$ cat src/hw/rtl/ttb_pkg.sv
`default_nettype none
package ttb_pkg;

  localparam int unsigned PosW  = 32;
  localparam int unsigned UvW   = 20;
  localparam int unsigned OutW  = 32;
  localparam int unsigned FracW = 16;

  localparam int unsigned EW   = PosW + 1;          // edge delta
  localparam int unsigned DW   = UvW + 1;           // uv delta
  localparam int unsigned PW   = EW + DW;           // numerator product
  localparam int unsigned NW   = PW + 1;            // numerator
  localparam int unsigned DPW  = 2 * DW;            // det product
  localparam int unsigned DETW = DPW + 1;           // determinant
  localparam int unsigned QW   = OutW + 1;          // quotient bits developed
  localparam int unsigned DVW  = NW - 1 + FracW;    // |num| << 16
  localparam int unsigned RW   = DETW;              // remainder
  localparam int unsigned CntW = $clog2(QW + 1);
  localparam int unsigned Lanes = 6;
  localparam int unsigned QDepth = 2;

  localparam int unsigned InDataW  = 3 * PosW + 2 * UvW;
  localparam int unsigned OutDataW = 6 * OutW;

  typedef struct packed {
    logic signed [2:0][EW-1:0] e1;
    logic signed [2:0][EW-1:0] e2;
    logic signed [DW-1:0]      du1;
    logic signed [DW-1:0]      dv1;
    logic signed [DW-1:0]      du2;
    logic signed [DW-1:0]      dv2;
  } tri_t;

  typedef struct packed {
    logic [Lanes-1:0][OutW-1:0] vec;
    logic                       degenerate;
  } res_t;

endpackage
`default_nettype wire

$ cat src/hw/rtl/ttb_front.sv
`default_nettype none
module ttb_front (
  input  wire                               clk_i,
  input  wire                               rst_ni,
  input  wire                               in_valid_i,
  output logic                              in_ready_o,
  input  wire  [ttb_pkg::InDataW-1:0]       in_data_i,
  input  wire                               q_full_i,
  output logic                              q_push_o,
  output ttb_pkg::tri_t                     q_data_o
);

  logic [1:0] phase_q, phase_d;
  logic signed [ttb_pkg::PosW-1:0] p0_q [3];
  logic signed [ttb_pkg::PosW-1:0] p1_q [3];
  logic signed [ttb_pkg::UvW-1:0]  u0_q, v0_q, u1_q, v1_q;
  logic signed [ttb_pkg::PosW-1:0] pin [3];
  logic signed [ttb_pkg::UvW-1:0]  uin, vin;
  logic acc;

  always_comb begin
    for (int j = 0; j < 3; j++) begin
      pin[j] = in_data_i[j*ttb_pkg::PosW +: ttb_pkg::PosW];
    end
    uin = in_data_i[3*ttb_pkg::PosW +: ttb_pkg::UvW];
    vin = in_data_i[3*ttb_pkg::PosW+ttb_pkg::UvW +: ttb_pkg::UvW];
  end

  assign in_ready_o = (phase_q != 2'd2) || !q_full_i;
  assign acc        = in_valid_i && in_ready_o;
  assign q_push_o   = acc && (phase_q == 2'd2);

  always_comb begin
    phase_d = phase_q;
    if (acc) begin
      phase_d = (phase_q == 2'd0) ? 2'd1 : (phase_q == 2'd1) ? 2'd2 : 2'd0;
    end
  end

  always_comb begin
    for (int j = 0; j < 3; j++) begin
      q_data_o.e1[j] = ttb_pkg::EW'(p1_q[j]) - ttb_pkg::EW'(p0_q[j]);
      q_data_o.e2[j] = ttb_pkg::EW'(pin[j]) - ttb_pkg::EW'(p0_q[j]);
    end
    q_data_o.du1 = ttb_pkg::DW'(u1_q) - ttb_pkg::DW'(u0_q);
    q_data_o.dv1 = ttb_pkg::DW'(v1_q) - ttb_pkg::DW'(v0_q);
    q_data_o.du2 = ttb_pkg::DW'(uin) - ttb_pkg::DW'(u0_q);
    q_data_o.dv2 = ttb_pkg::DW'(vin) - ttb_pkg::DW'(v0_q);
  end

  always_ff @(posedge clk_i or negedge rst_ni) begin
    if (!rst_ni) begin
      phase_q <= 2'd0;
    end else begin
      phase_q <= phase_d;
    end
  end

  always_ff @(posedge clk_i or negedge rst_ni) begin
    if (!rst_ni) begin
      for (int j = 0; j < 3; j++) begin
        p0_q[j] <= '0;
        p1_q[j] <= '0;
      end
      u0_q <= '0; v0_q <= '0; u1_q <= '0; v1_q <= '0;
    end else if (acc && phase_q == 2'd0) begin
      for (int j = 0; j < 3; j++) p0_q[j] <= pin[j];
      u0_q <= uin;
      v0_q <= vin;
    end else if (acc && phase_q == 2'd1) begin
      for (int j = 0; j < 3; j++) p1_q[j] <= pin[j];
      u1_q <= uin;
      v1_q <= vin;
    end
  end

endmodule
`default_nettype wire

$ cat config.mk
export PLATFORM = sky130hd
export DESIGN_NAME = ttb_front
export DESIGN_NICKNAME = d
export VERILOG_FILES = /design/src/hw/rtl/ttb_pkg.sv /design/src/hw/rtl/ttb_front.sv
export SDC_FILE = /design/constraint.sdc
export NUM_CORES = 1
export LEC_CHECK = 0
export BUFFER_PORTS_ARGS = -buffer_cell sky130_fd_sc_hd__buf_2
export CELL_PAD_IN_SITES_DETAIL_PLACEMENT = 0
export CELL_PAD_IN_SITES_GLOBAL_PLACEMENT = 1
export CORE_MARGIN = 8
export CORE_UTILIZATION = 43
export CTS_CLUSTER_SIZE = 40
export DETAILED_ROUTE_END_ITERATION = 6
export PLACE_DENSITY_LB_ADDON = 0.25
export RECOVER_POWER = 25
export SYNTH_ARGS = -nofsm -noshare
export SYNTH_HDL_FRONTEND = slang
export SYNTH_SLANG_ARGS = --single-unit
$ cat constraint.sdc
create_clock -name clk_i -period 3.9 [get_ports clk_i]
set_input_delay 0.39 -clock clk_i [delete_from_list [all_inputs] [get_ports clk_i]]
set_output_delay 0.39 -clock clk_i [all_outputs]
set_load 0.02 [all_outputs]
# == Word level (Yosys, flattened, before mapping) ==
# Index checks and enable logic that the tools add are counted.
# totals
ff_bits,274
inputBits,140
output_inout_bits,284
word_cells,35
# classes
addsub,10
eq_ne,3
n_mux,2
bitwise,1
n_reduce_logical,8
# op_table
cell,n
subtractor 32 x 32 -> 33 bit,6
subtractor 20 x 20 -> 21 bit,4
logical AND 1 bit,4
2-to-1 mux 2 bit,2
"equality test 2 x 1 -> 1 bit, second input constant",1
"equality test 2 bit, second input constant",1
zero test 2 bit,1
"inequality test 2 bit, second input constant",1
AND reduction 2 bit,1
zero test 1 bit,1
logical OR 1 bit,1
NOT 1 bit,1

# == Logic depth before layout (Yosys ltp) ==
# depth
depth_word,6
mapped_depth,13
depth_no_buf,13

# == Worst setup path before layout ==
# OpenSTA, ideal clock, no wires.
# synth_path
path_kind,input to output
startpoint,input port in_data_i[0] (netlist bit)
endpoint,output port q_data_o[114] (netlist bit)
t_arrival_ns,3.043
required_time_ns,3.510
slack_ns,0.467
cell_stages,13
path_buffers,0
path_cell_list,inv_1 -> ha_1 -> fa_1 -> nor2b_1 -> o21ai_1 -> a21oi_2 -> o21ai_1 -> o211a_1 -> a211o_1 -> o21ai_1 -> a311o_1 -> a31oi_1 -> xnor2_1
# synth_lines
item,line,text
"start, declared",ttb_front.sv:7,"input wire [ttb_pkg::InDataW-1:0] in_data_i,"
"end, declared",ttb_front.sv:10,output ttb_pkg::tri_t q_data_o

==> metrics <==
Final Core Density between 50% and 60%; drt first pass iters 5; first-pass GRT wire length about 110000 um; H-tree Lvls 2; synth warn 0; die width 246 um; cell area after synthesis around 0.023 mm2; FF+latch count, synth 274; Inserted Clock Buffers 37; All-Layer GR Usage ~22%; most frequent cells in the layout 376 x buf_2, 272 x dfrtp_1, 265 x nand2_1, 248 x ha_1, 226 x o21ai_0; ys flop type dfrtp_1; Iter 0 DRT Violations approximately 1000; Cell Chain, Critical Path ha_2 > fa_2 > nor2b_2 > o21ai_2 > a21oi_2 > o21ai_2 > o211a_1 > a211o_1 > o21ai_2 > a311o_1 > a31oi_1 > xnor2_1 > buf_4; clock skew between 0.015 and 0.02 ns; CP startpoint kind flip-flop; Initial Utilization between 40% and 50%; Worst Max-Slew Pin Slew approximately 2.2 ns; CP Max Fanout 3; vias per cell about 5.4; outcome finished with violations; Worst slew margin -48.9%; Final WS setup -0.0845 ns; Avg WL per Cell between 15 and 20 um; share of cells above drive strength 1 29.0%; unrepaired setup endpoints after global routing true; commonest non-fill, non-tap cell in the layout buf_2; final setup vio count 6; register area share after synthesis a little under a third; Slew Viols, Final 85; Final ANT Viol Nets 0; critical path's slowest cell dfrtp_1; Die Height between 200 and 250 um; routed via count roughly 21000; Sink Count between 200 and 300; part of the cycle the worst path needs 102%; Post-synth EDFFs 0; initial antenna violation count 13; GP Congestion 0.923; Syn-to-layout area delta 26.3%; fillers 4841; I/O Pins approximately 420; Worst Hold Class input port to flip-flop; Max Root-Sink Buffers 3; crit-path max cell delay around 0.38 ns; Worst EP arrival 3.59 ns; WS Path Type flip-flop to output port; nets@finish roughly 3500; grt total ovfl 0; Unique masters post-synth 78; core area approximately 0.052 mm2; largest net degree at the start of global routing about 170; Root Buffer clkbuf_16; number of global-route vias before repair about 21000; Final HPWL DP ~55000 um; Highest Clock Rate about 0.25 GHz; die area just over 0.06 mm2; violated checks max-capacitance violations, max-slew violations, negative setup slack; Final Hold Vio Count 0; final worst path period need roughly 4 ns; Mapped Nets around 3000; # rows 84; I/O Buffers between 400 and 500; CTS tree yes; MaxCap Viol Count 1; Clock Latency Late Sink 0.55 ns; total wire length a little over 70000 um; Worst setup EP type output port; crit-path most repeated cell o21ai_2; Syn Inst Count between 2000 and 3000; async set or reset register ratio after synthesis 100%; Req. time, crit path around 3.5 ns; Post-route DRC 0; Reg clk slew, reported paths approximately 0.06 ns; mean post-synth cell area a little under 9 um2
==> synth_stat cells, types with 5 or more instances <==
library cell | count | share of area, %
a211o_1 | 6 | 0.23
a211oi_1 | 16 | 0.53
a21boi_0 | 5 | 0.17
a21boi_1 | 5 | 0.17
a21o_1 | 103 | 3.4
a21oi_1 | 203 | 4.5
a31o_2 | 5 | 0.19
a31oi_1 | 31 | 0.85
a41o_1 | 6 | 0.26
a41oi_1 | 5 | 0.19
and2_1 | 10 | 0.28
and3_1 | 16 | 0.44
clkbuf_1 | 56 | 0.92
dfrtp_1 | 274 | 30
fa_1 | 10 | 0.88
ha_1 | 272 | 15
inv_1 | 222 | 3.7
mux2_2 | 131 | 6.5
nand2_1 | 267 | 4.4
nand2b_1 | 41 | 1.1
nand3_1 | 30 | 0.66
nand4_1 | 18 | 0.50
nor2_1 | 133 | 2.2
nor2b_1 | 53 | 1.5
nor3_1 | 26 | 0.57
o211ai_1 | 12 | 0.40
o21a_1 | 32 | 1.1
o21ai_0 | 237 | 5.2
o21ai_1 | 29 | 0.64
o21bai_1 | 18 | 0.59
o31a_1 | 6 | 0.23
o31ai_1 | 7 | 0.23
or2_2 | 11 | 0.30
or3_1 | 9 | 0.25
xnor2_1 | 160 | 6.2
xor2_1 | 69 | 2.7
==> metrics by stage <==
step	worst slack, ns	cell area [um2]	std cells	TNS, ns	hold WS (ns)
finish	-0.0845	28700	3832	-0.252	0.0700
floorplan	0.467	22700	2613	0	0.0944
global route	-0.282	28700	3826	-6.23	0.0447
CTS	-0.0871	27700	3789	-0.344	0.0374
detailed placement	0.0544	25700	3681	0	0.453
global placement	0.0441	25700	3681	0	0.447
==> worst paths after layout <==
path | start | to | slack [ns] | depth (start not counted)
setup / recovery | p0_q[64] | q_data_o[114] | -0.08 | 13
hold / removal | in_data_i[98] | u0_q[2] | 0.07 | 3
setup reg to reg | phase_q[0] | p0_q[46] | 1.73 | 4
hold reg to reg | v1_q[0] | v1_q[0] | 0.48 | 2
max in group asynchronous | rst_ni | p1_q[58] | 0.56 | 3
min in group asynchronous | rst_ni | u0_q[16] | 1.02 | 2
==> cells by family (layout without fill, tap and decap cells) <==
kind of cell / count (synthesis) / in the layout / synth area share, %
DFF: 274 / 274 / 30.1
other: 0 / 9 / 0
muxes: 132 / 132 / 6.53
buffers and inverters: 280 / 802 / 4.62
adders and majority gates: 282 / 282 / 15.8
xor gates and xnor gates: 229 / 229 / 8.82
AOI/OAI and AO/OA: 782 / 782 / 21.1
and+or+nand+nor: 634 / 634 / 12.9
==> per-layer routing <==
| metal | GRT usage [%] | vias to the layer above | wire, um |
|---|---|---|---|
| met2 | 37.2 | 486 | 33900 |
| met4 | 7.14 | 6 | 2150 |
| met3 | 5.22 | 117 | 4720 |
| met1 | 28.8 | 9977 | 30800 |
| met5 | 0 | - | 37 |
| li1 | - | 10220 | - |
==> registers in the layout, indices dropped and copies added, names as in the netlist <==
name	flops
v0_q	20
p1_q	96
u0_q	20
v1_q	20
p0_q	96
phase_q	2
u1_q	20
==> cell type report <==
type	instances	area, um2	area share [%]
Antenna cell	9	22.5	0.0784
Clock buffer	56	1080	3.76
Clock inverter	7	118	0.409
Inverter	222	833	2.90
Multi-Input combinational cell	2059	15900	55.5
Sequential cell	274	6860	23.9
Tap cell	688	861	3.00
Timing Repair Buffer	517	3020	10.5
==> critical path: cells and delay by family (launching register included) <==
family,cells,cell delay [ns]
compound gates,8,1.63
fa+ha+maj,2,0.55
flops,1,0.38
xor+xnor,1,0.17
buf+inv,1,0.17
simple gates,1,0.13
==> timing repair <==
item	4_1_cts	5_1_grt
hold endpoints to repair	81	0
gates resized for setup	112	183
setup buffers	44	37
setup endpoints to repair	79	73
pin swaps	75	127
hold buffers	1	0
Power is not shown: default switching activity piles up to over one toggle a cycle in this logic, so the estimate is an artifact.
