File: src/hw/rtl/ttb_pkg.sv
`default_nettype none
package ttb_pkg;

  localparam int unsigned PosW  = 32;
  localparam int unsigned UvW   = 20;
  localparam int unsigned OutW  = 32;
  localparam int unsigned FracW = 16;

  localparam int unsigned EW   = PosW + 1;          // edge delta
  localparam int unsigned DW   = UvW + 1;           // uv delta
  localparam int unsigned PW   = EW + DW;           // numerator product
  localparam int unsigned NW   = PW + 1;            // numerator
  localparam int unsigned DPW  = 2 * DW;            // det product
  localparam int unsigned DETW = DPW + 1;           // determinant
  localparam int unsigned QW   = OutW + 1;          // quotient bits developed
  localparam int unsigned DVW  = NW - 1 + FracW;    // |num| << 16
  localparam int unsigned RW   = DETW;              // remainder
  localparam int unsigned CntW = $clog2(QW + 1);
  localparam int unsigned Lanes = 6;
  localparam int unsigned QDepth = 2;

  localparam int unsigned InDataW  = 3 * PosW + 2 * UvW;
  localparam int unsigned OutDataW = 6 * OutW;

  typedef struct packed {
    logic signed [2:0][EW-1:0] e1;
    logic signed [2:0][EW-1:0] e2;
    logic signed [DW-1:0]      du1;
    logic signed [DW-1:0]      dv1;
    logic signed [DW-1:0]      du2;
    logic signed [DW-1:0]      dv2;
  } tri_t;

  typedef struct packed {
    logic [Lanes-1:0][OutW-1:0] vec;
    logic                       degenerate;
  } res_t;

endpackage
`default_nettype wire

File: src/hw/rtl/ttb_queue.sv
`default_nettype none
module ttb_queue (
  input  wire                 clk_i,
  input  wire                 rst_ni,
  input  wire                 push_i,
  input  wire ttb_pkg::tri_t  push_data_i,
  output logic                full_o,
  input  wire                 pop_i,
  output logic                empty_o,
  output ttb_pkg::tri_t       pop_data_o
);

  ttb_pkg::tri_t mem_q [ttb_pkg::QDepth];
  logic wr_q, rd_q;
  logic [1:0] cnt_q;

  assign full_o     = (cnt_q == 2'(ttb_pkg::QDepth));
  assign empty_o    = (cnt_q == 2'd0);
  assign pop_data_o = mem_q[rd_q];

  always_ff @(posedge clk_i) begin
    if (push_i) mem_q[wr_q] <= push_data_i;
  end

  always_ff @(posedge clk_i or negedge rst_ni) begin
    if (!rst_ni) begin
      wr_q  <= 1'b0;
      rd_q  <= 1'b0;
      cnt_q <= 2'd0;
    end else begin
      if (push_i) wr_q <= ~wr_q;
      if (pop_i)  rd_q <= ~rd_q;
      cnt_q <= cnt_q + 2'(push_i) - 2'(pop_i);
    end
  end

endmodule
`default_nettype wire

File: config.mk
export PLATFORM = sky130hd
export DESIGN_NAME = ttb_queue
export DESIGN_NICKNAME = d
export VERILOG_FILES = /design/src/hw/rtl/ttb_pkg.sv /design/src/hw/rtl/ttb_queue.sv
export SDC_FILE = /design/constraint.sdc
export NUM_CORES = 1
export LEC_CHECK = 0
export ABC_AREA = 1
export BUFFER_PORTS_ARGS = -buffer_cell sky130_fd_sc_hd__buf_2
export CAP_MARGIN = 25
export CORE_UTILIZATION = 35
export CTS_CLUSTER_DIAMETER = 100
export DETAILED_ROUTE_END_ITERATION = 16
export GPL_ROUTABILITY_DRIVEN = 0
export SLEW_MARGIN = 10
export SYNTH_ARGS = -nofsm -noshare
export SYNTH_HDL_FRONTEND = slang
export SYNTH_SLANG_ARGS = --single-unit
File: constraint.sdc
create_clock -name clk_i -period 14.3 [get_ports clk_i]
set_input_delay 2.86 -clock clk_i [delete_from_list [all_inputs] [get_ports clk_i]]
set_output_delay 2.86 -clock clk_i [all_outputs]
set_load 0.005 [all_outputs]
---- Yosys cells after proc, flatten, opt, wreduce, memory -nomap -nowiden ----
Memories as Yosys holds them, arrays and structs flattened.
Cells that the tools add are included.
word-level totals
  output and inout bits ................... 284
  memories ................................ 1
  memory bits (writable) .................. 564
  register bits after elaboration ......... 4
memory list
  name   words  bits a word  rd ports  clocked after memory_dff  write ports  line             source
  mem_q  2      282          1         0                         1            ttb_queue.sv:13  ttb_pkg::tri_t mem_q [ttb_pkg::QDepth];
operators by class
  equality and inequality tests ........... 1
  mux-type cells .......................... 2
  add/subtract/negate cells ............... 2
  bitwise operators ....................... 2
  reduce and logical (&&, ||, !) cells .... 1
operators with widths
  operator                                     number
  2-bit by 1-bit adder with 2-bit output       1
  2-bit equality test, second input constant   1
  2-bit zero test                              1
  1-bit two-way mux                            2
  1-bit NOT                                    2
  2-bit by 1-bit subtractor with 2-bit output  1

---- Longest topological paths before layout ----
Gate-level depths: netlist of run 1.
  word-level depth ........................ 2
  gate-level depth with buffers ........... 7
  depth with buffers taken out ............ 7

---- Least setup slack after synthesis of run 1 ----
Ideal clock, no wire load.
  kind .................................... in2reg
  from .................................... input port push_i
  to ...................................... memory mem_q[0][0] (netlist bit), enable pin
  arrival ................................. 14.678 ns
  setup slack ............................. -1.317 ns
  setup time .............................. 0.939 ns
  cell stages on the path ................. 2
  path through ............................ inv_1 nor2_1
between the ends
  cells in the longest elaborated chain, start to end .. 2
ends and longest elaborated chain
  item                                     line             source
  start, declared                          ttb_queue.sv:5   input wire push_i,
  1-bit two-way mux                        ttb_queue.sv:22  if (push_i) mem_q[wr_q] <= push_data_i;
  1-bit two-way mux (not written as such)  ttb_queue.sv:22
  end, declared                            ttb_queue.sv:13
No other way between the ends.

==> qor.txt, run 1 <==
Post-Layout Inst Area = 0.0265 mm^2
Hold WC Path Type = reg -> reg
Measured slew at the worst slew-check pin = 1050 ps
Nets = 2365
CP max FO = 122
IO Count = 570
IO Port Bufs = 569
GRT Overall Usage = 14.8%
Via Count = 12700
DRT iter0 DRCs = 560
Share of cells above drive strength 1 = 31.5%
Cell Rows = 89
Die footprint = 0.0615 mm^2
RSZ-0062 raised after global routing = no
Level count of the clock H-tree = 2
Number of global-route vias before repair = 12100
Total Power = 5.10 mW
Drt pass-1 iters = 4
Crit-path cells = buf_16 -> buf_4 -> buf_4 -> o21ai_0 -> buf_2
Leakage = 11.2 nW
# hold bufs at CTS = 0
Cell Area, Synth = 0.0212 mm^2
Clk sinks = 568
Delay-heaviest family, CP = buffers and inverters
Grt total ovfl = 0
Die width = 248 um
Yosys top cell area share = 79.9%
Post-CTS sizing = 0
Sequential fraction of the synthesis area = 80.4%
Clock-pin slew on the worst setup and hold paths = 60 ps
Initial Util = 35.6%
Final setup violation count = 0
Drt drc = 0
# fillers = 5432
Top post-synthesis cells by area = edfxtp_1 (80%), inv_1 (5.1%), nand2_1 (5.1%), o21ai_1 (3.5%), o21ai_0 (3.1%)
Detail Route Antenna Nets = 0
Slew HR = 30.3%
Avg WL per Cell = 16.6 um
Power per cell area = 192 mW/mm^2
Peak Freq = 153 MHz
Synth Warn # = 0
Arrival time worst endpoint = 3680 ps
Crit path required time = 11440 ps
Layout Skew = 11.1 ps
Post-Route WL = 48200 um
Most used cell, CP = buf_4
Clock Tree Root = clkbuf_16
Die Y = 248 um
Core area = 0.0595 mm^2
Clock latency on the worst-skew pair = 600 ps
DP HPWL = 33100 um
Critical path launch point type = flip-flop
Vias per std cell = 4.38
Final period util = 45.7%
Largest net degree at the start of global routing = 240
Worst path slowest cell = buf_4
First-pass GRT wire length = 68800 um
Max-Cap Viols = 0
Post-CTS setup repair buffer count = 0
Critical path class = reg -> out
Post-synth net total = 1786
Placed cell area = 0.0246 mm^2
Total CTS buffers = 58
Critical path endpoint category = primary output
Fin. max-slew vios = 0
CTS tree = yes
Unique masters post-synth = 13
Average size of a mapped cell = 14.1 um^2
Layout Cells excl Fill = 2906
Placed Cells = 2787
Initial antenna violation count = 20
Yosys reg bits = 568
TNS Setup = 0 ps
Post-synthesis cell count = 1498
Status = completed
Largest stage delay on the critical path = 840 ps
Worst vdd ir = 0.000188 V
Area leader, netlist = edfxtp_1
Fin. Hold Viols = 0
CP Buf/Inv Count = 4
Fin crit period = 6540 ps
CTS Buffer Depth = 3
Synth-to-Final Area Change = 25.1%
-- worst paths after layout --
kind,startpoint,to,slack (ps),cells past startpoint
min,wr_q,wr_q,560,1
max in group asynchronous,rst_ni,rd_q,12120,1
max reg2reg,wr_q,mem_q[0][109],10770,5
min in group asynchronous,rst_ni,rd_q,2050,1
min reg2reg,wr_q,wr_q,560,1
max,rd_q,pop_data_o[64],7760,5
-- per-stage QoR --
| step | worst slack (ps) | utilization, % | hold slack [ps] |
|---|---|---|---|
| floorplan | 3620 | - | 481 |
| global placement | 7880 | 41.4 | 537 |
| detailed placement | 7790 | 41.4 | 545 |
| CTS | 7420 | 44.4 | 557 |
| global route | 7400 | 44.6 | 579 |
| finish | 7760 | 44.6 | 557 |
-- flip-flops by register name, indices dropped and copies added (netlist names) --
register	count
mem_q	564
rd_q	1
cnt_q	2
wr_q	1
-- area by class of cell --
type / count / area (um^2) / share of cell area, %
sequential: 568 / 17000 / 64.3
clock buffer: 72 / 1550 / 5.83
timing repair buffer: 582 / 3020 / 11.4
antenna: 13 / 32.5 / 0.123
inverter: 289 / 1090 / 4.12
multi-input combinational: 578 / 2560 / 9.65
tap: 773 / 967 / 3.65
clock inverter: 31 / 265 / 1.00
-- where the power goes --
group | leakage, nW | switching (mW) | internal [mW]
registers | 5.34 | 0.0816 | 2.21
logic | 4.98 | 0.884 | 0.493
clock network | 0.882 | 0.614 | 0.820
-- worst reg2reg max path: cells and delay by family, from the launching register on --
| family | cells | cell delay (ps) |
|---|---|---|
| buf+inv | 4 | 2270 |
| flops | 1 | 430 |
| simple gates | 1 | 370 |
-- cell usage after synthesis --
library cell,instances
xor2_1,2
ha_1,2
o21ai_0,132
buf_6,24
buf_4,21
o21ai_1,150
nand3_1,1
edfxtp_1,564
buf_2,18
nor2_1,3
dfrtp_1,4
inv_1,289
nand2_1,288
-- per-layer routing --
metal  vias to the layer above  track usage (%)  routed length (um)  part of all wire, %
li1                       6239                -                   -                    -
met1                      5937             17.0               18300                   38
met2                       413             25.0               24000                   50
met3                       116             4.95                4070                  8.4
met4                        14             6.57                1700                  3.5
met5                         -                0                  78                 0.16
-- logic make-up after synthesis --
| logic type | synth area share, % |
|---|---|
| simple gates | 5.18 |
| fa+ha+maj | 0.118 |
| buf+inv | 7.56 |
| xor+xnor | 0.0827 |
| compound gates | 6.66 |
| flops | 80.4 |
-- cell usage in the layout, fill, tap and decap left out --
cell and instances:
nor2_1 2, ha_1 2, clkbuf_1 11, edfxtp_1 564, buf_12 1, buf_2 569, diode_2 13, xor2_1 2
dfrtp_1 3, inv_16 1, clkinvlp_4 4, clkinv_2 11, dfrtp_4 1, nand2_1 288, clkbuf_16 59, nor2_4 1
nand3_1 1, inv_1 288, buf_4 9, buf_16 3, clkinv_1 9, o21ai_1 150, clkinv_8 1, o21ai_0 132
bufinv_16 3, inv_6 1, inv_8 2, clkbuf_8 2
No activity file was read; power rests on OpenSTA's default activity.
==> run 2: changes to the inputs <==
clock period = 6.16 ns   (was 14.3 ns; I/O delays follow)
==> qor.txt, run 2 (synthesized netlist as in run 1, its figures left out) <==
Status = completed
Hold slack = 452 ps
Clock Tree Root = clkbuf_16
IO Count = 570
Layout Skew = 13.0 ps
Core area = 0.0595 mm^2
CTS tree = yes
Clock latency on the worst-skew pair = 600 ps
Global routing usage on met3 = 4.62%
Cell Rows = 89
Die footprint = 0.0615 mm^2
Worst vdd ir = 0.000260 V
Number of global-route vias before repair = 12400
DP HPWL = 32300 um
Crit path required time = 4930 ps
Via Count = 12700
IO Port Bufs = 569
Critical path endpoint category = primary output
DRT iter0 DRCs = 638
Fin. Hold Viols = 0
Post-Route WL = 47300 um
# hold bufs at CTS = 0
Avg WL per Cell = 16.3 um
Fin. max-slew vios = 0
Drt pass-1 iters = 4
Peak Freq = 253 MHz
Arrival time worst endpoint = 2720 ps
Die Y = 248 um
Largest register FFs = 564
Measured slew at the worst slew-check pin = 1000 ps
Largest net degree at the start of global routing = 163
Sw frac = 30.8%
Largest register by flop count = mem_q
Nets = 2369
Die width = 248 um
Initial Util = 35.6%
# fillers = 5385
Most frequent cells in the layout = buf_2 (569), edfxtp_1 (564), inv_1 (288), nand2_1 (288), o21ai_1 (150)
Critical path class = reg -> out
Combinational power share = 26.8%
Slew HR = 33.2%
Met2 Usage GRT = 25.7%
Met1 usage = 17.0%
Power per cell area = 443 mW/mm^2
Final period util = 64.1%
Clk pwr share = 27.4%
Grt total ovfl = 0
Total CTS buffers = 58
P_int = 8.11 mW
First-pass GRT wire length = 68800 um
Post-CTS setup repair buffer count = 0
Share of cells above drive strength 1 = 31.4%
Max-Cap Viols = 0
RSZ-0062 raised after global routing = no
Drt drc = 0
Clock-pin slew on the worst setup and hold paths = 60 ps
Top flop regs = mem_q x564, cnt_q x2
Detail Route Antenna Nets = 0
Gr busiest metal = met2
Final setup violation count = 0
Hold WC Path Type = in -> async
Fin crit period = 3950 ps
Reg power frac = 45.8%
Leakage = 11.2 nW
CTS Buffer Depth = 3
Initial antenna violation count = 11
Reported net switching power = 3.61 mW
Vias per std cell = 4.37
Commonest non-fill, non-tap cell in the layout = buf_2
TNS Setup = 0 ps
GRT Overall Usage = 14.7%
Level count of the clock H-tree = 2
Critical path launch point type = flip-flop
CP max FO = 162
Synth-to-Final Area Change = 24.9%
Total Power = 11.7 mW
Final Util = 44.5%
Clk sinks = 568
Post-CTS sizing = 0
## run 2: metrics by stage
stage	cell area, um^2	worst slack [ps]	instances
after floorplan	21200	234	1498
after global placement	24700	2860	2794
after detailed placement	24700	2850	2794
final	26500	2210	2907
after CTS	26400	2190	2897
after global routing	26500	1920	2904
## run 2: cell type report
cell class              count  area (um^2)  area share (%)
diodes                     10         25.0          0.0946
clock inverters            33          214           0.809
flip-flops and latches    568        17000            64.4
clock buffers              70         1520            5.74
multi-input cells         578         2560            9.67
inverters                 289         1090            4.11
repair buffers            586         3050            11.5
well taps                 773          967            3.66
## run 2: final timing paths
path | to | start | slack (ps) | depth (start not counted)
max in group asynchronous | rd_q | rst_ni | 5560 | 1
worst min-delay path | cnt_q[0] | rst_ni | 450 | 1
worst max-delay path | pop_data_o[165] | rd_q | 2210 | 3
min in group clk_i | wr_q | wr_q | 550 | 1
worst max register to register | mem_q[1][158] | wr_q | 3880 | 3
worst min register to register | wr_q | wr_q | 550 | 1
## run 2: metal layers
layer,part of all wire [%],wire (um),vias up
met5,0.076,36,-
met2,51,24100,408
met1,38,18200,5984
met3,8.2,3860,73
li1,-,-,6242
met4,2.3,1090,6
## run 2: power by group through the flow
stage / clock network [mW] / registers (mW) / logic [mW]
after floorplan: 0 / 5.45 / 1.87
after global placement: 0 / 5.43 / 3.19
after detailed placement: 0 / 5.45 / 3.22
after CTS: 3.31 / 5.38 / 3.23
after global routing: 3.45 / 5.45 / 3.56
final: 3.21 / 5.37 / 3.15
## run 2: critical path, stage by stage (launching register included)
cell	delay (ps)
dfrtp_4	980
buf_12	520
o21ai_0	290
buf_2	190
==> run 3: changes to the inputs <==
ABC_AREA = 0   (was 1)
clock period = 3.37 ns   (was 6.16 ns; I/O delays follow)
==> qor.txt, run 3 <==
Area leader, netlist = edfxtp_1
Level count of the clock H-tree = 2
Fin crit period = 3020 ps
Crit path required time = 2700 ps
Dominant synthesized flop cell = edfxtp_1
Synth Warn # = 0
CP Buf/Inv Count = 2
CTS Buffer Depth = 3
Final period util = 89.6%
Ys async rst share = 0.704%
Nets = 1806
Most frequent cells after synthesis = edfxtp_1 (564), mux2_2 (282), buf_6 (30), dfrtp_1 (4)
Most frequent cells in the layout = buf_2 (569), edfxtp_1 (564), mux2_2 (282)
Crit-path cells = buf_12 -> mux2_2 -> buf_2
CTS tree = yes
Met2 wire len = 23700 um
Grt total ovfl = 0
Die Y = 245 um
Slew HR = 43.8%
Worst path slowest cell = dfrtp_4
Largest register by flop count = mem_q
First-pass GRT wire length = 67200 um
Reported net switching power = 5.78 mW
Post-Layout Inst Area = 0.0262 mm^2
Drt pass-1 iters = 4
Max-Cap Viols = 0
Clock latency on the worst-skew pair = 590 ps
# fillers = 5060
Combinational power share = 26.7%
Initial antenna violation count = 8
Avg WL per Cell = 19.9 um
WL met1 = 17700 um
Yosys reg bits = 568
Average size of a mapped cell = 23.2 um^2
Largest register FFs = 564
Post-synth net total = 1180
Status = completed
Die width = 245 um
Via Count = 10600
Detail Route Antenna Nets = 0
Measured slew at the worst slew-check pin = 844 ps
Post-synthesis cell count = 892
Yosys top cell area share = 82.0%
Core area = 0.0580 mm^2
Hold WC Path Type = in -> reg
Worst vdd ir = 0.000494 V
Critical path launch point type = flip-flop
Post-Route WL = 46300 um
P_int = 15.6 mW
Die footprint = 0.0600 mm^2
Commonest non-fill, non-tap cell in the layout = buf_2
Top post-synthesis cells by area = edfxtp_1 (82%), mux2_2 (15%), buf_6 (1.6%), dfrtp_1 (0.48%), ha_1 (0.12%)
Initial Util = 35.6%
Final setup violation count = 0
Placed cell area = 0.0245 mm^2
CP max FO = 85
Sw frac = 27.0%
Clk pwr share = 27.7%
Reg power frac = 45.6%
Sequential fraction of the synthesis area = 82.5%
Fin. max-slew vios = 0
Unique masters post-synth = 12
Met3 wire length = 3750 um
TNS Setup = 0 ps
Register Area = 0.0170 mm^2
Top flop regs = mem_q x564, cnt_q x2
Total CTS buffers = 57
Critical path endpoint category = primary output
Cell Rows = 88
Leakage = 9.80 nW
DP HPWL = 32300 um
Clock Tree Root = clkbuf_16
Clk sinks = 568
Synth-to-Final Area Change = 27.1%
EDFF count, synth = 564
Clock-pin slew on the worst setup and hold paths = 60 ps
Largest net degree at the start of global routing = 127
IO Count = 570
Top Metal Used = met5
IO Port Bufs = 569
Most numerous cell in the Yosys netlist = edfxtp_1
Layout Skew = 10.2 ps
Peak Freq = 331 MHz
DRT iter0 DRCs = 417
Area occupied by multi-input gates = 0.00327 mm^2
Drt drc = 0
Largest stage delay on the critical path = 710 ps
GRT Overall Usage = 14.9%
RSZ-0062 raised after global routing = no
Arrival time worst endpoint = 2350 ps
Share of cells above drive strength 1 = 61.7%
Delay-heaviest family, CP = flip-flops
Fin. Hold Viols = 0
Vias per std cell = 4.56
Critical path class = reg -> out
Cell Area, Synth = 0.0207 mm^2
Number of global-route vias before repair = 11200
Power per cell area = 814 mW/mm^2
==> run 3: worst reg2reg max path, cell delays in order, from the launching register on <==
cell,delay (ps)
dfrtp_1,420
and2_4,450
buf_12,290
buf_12,280
==> run 3: metal layers <==
layer,up-vias,global-route usage (%)
met1,5289,17.2
met4,10,4.91
li1,4835,-
met3,83,4.83
met5,-,0
met2,403,26.1
==> run 3: power by group through the flow <==
stage | clock network (mW) | logic (mW) | registers [mW]
6_report | 5.92 | 5.71 | 9.74
2_1_floorplan | 0 | 3.50 | 9.90
3_5_place_dp | 0 | 5.81 | 9.90
3_3_place_gp | 0 | 5.79 | 9.87
4_1_cts | 6.11 | 5.85 | 9.76
5_1_grt | 6.36 | 6.16 | 9.86
==> run 3: worst paths after layout <==
| kind | cells after the start | startpoint | slack (ps) | endpoint |
|---|---|---|---|---|
| setup / recovery | 3 | rd_q | 350 | pop_data_o[119] |
| hold / removal | 1 | push_data_i[18] | 270 | mem_q[0][18] |
| setup reg to reg | 3 | wr_q | 1620 | mem_q[1][104] |
| hold reg to reg | 1 | wr_q | 550 | wr_q |
| max in group asynchronous | 2 | rst_ni | 2760 | rd_q |
| min in group asynchronous | 2 | rst_ni | 470 | wr_q |
==> run 3: cell type report <==
| type | instances | area share [%] |
|---|---|---|
| inverters | 2 | 0.0286 |
| clock inverters | 39 | 1.16 |
| diodes | 3 | 0.0286 |
| clock buffers | 64 | 5.53 |
| multi-input cells | 291 | 12.5 |
| repair buffers | 598 | 12.2 |
| well taps | 765 | 3.65 |
| flip-flops and latches | 568 | 64.9 |
==> run 3: logic make-up after synthesis <==
| family | share of synthesized area (%) |
|---|---|
| adders and majority gates | 0.121 |
| buffers and inverters | 1.70 |
| xor gates and xnor gates | 0.200 |
| and+or+nand+nor | 0.109 |
| DFF | 82.5 |
| muxes | 15.4 |
==> run 3: stage by stage <==
stage          hold WS (ps)  setup WS (ps)  power [mW]  util [%]  std cells
2_1_floorplan           378          -1960        13.4         -        892
3_3_place_gp            487            982        15.7      42.2       2223
3_5_place_dp            487            952        15.7      42.2       2223
4_1_cts                 221            296        21.7      45.2       2327
5_1_grt                 234            237        22.4      45.2       2329
6_report                273            350        21.4      45.2       2330
==> run 3: timing repair <==
action                                 in CTS  in global routing
endpoints found under the hold margin       4                  0
hold buffers                                1                  0
gates resized for setup                     0                  0
setup buffers                               0                  0
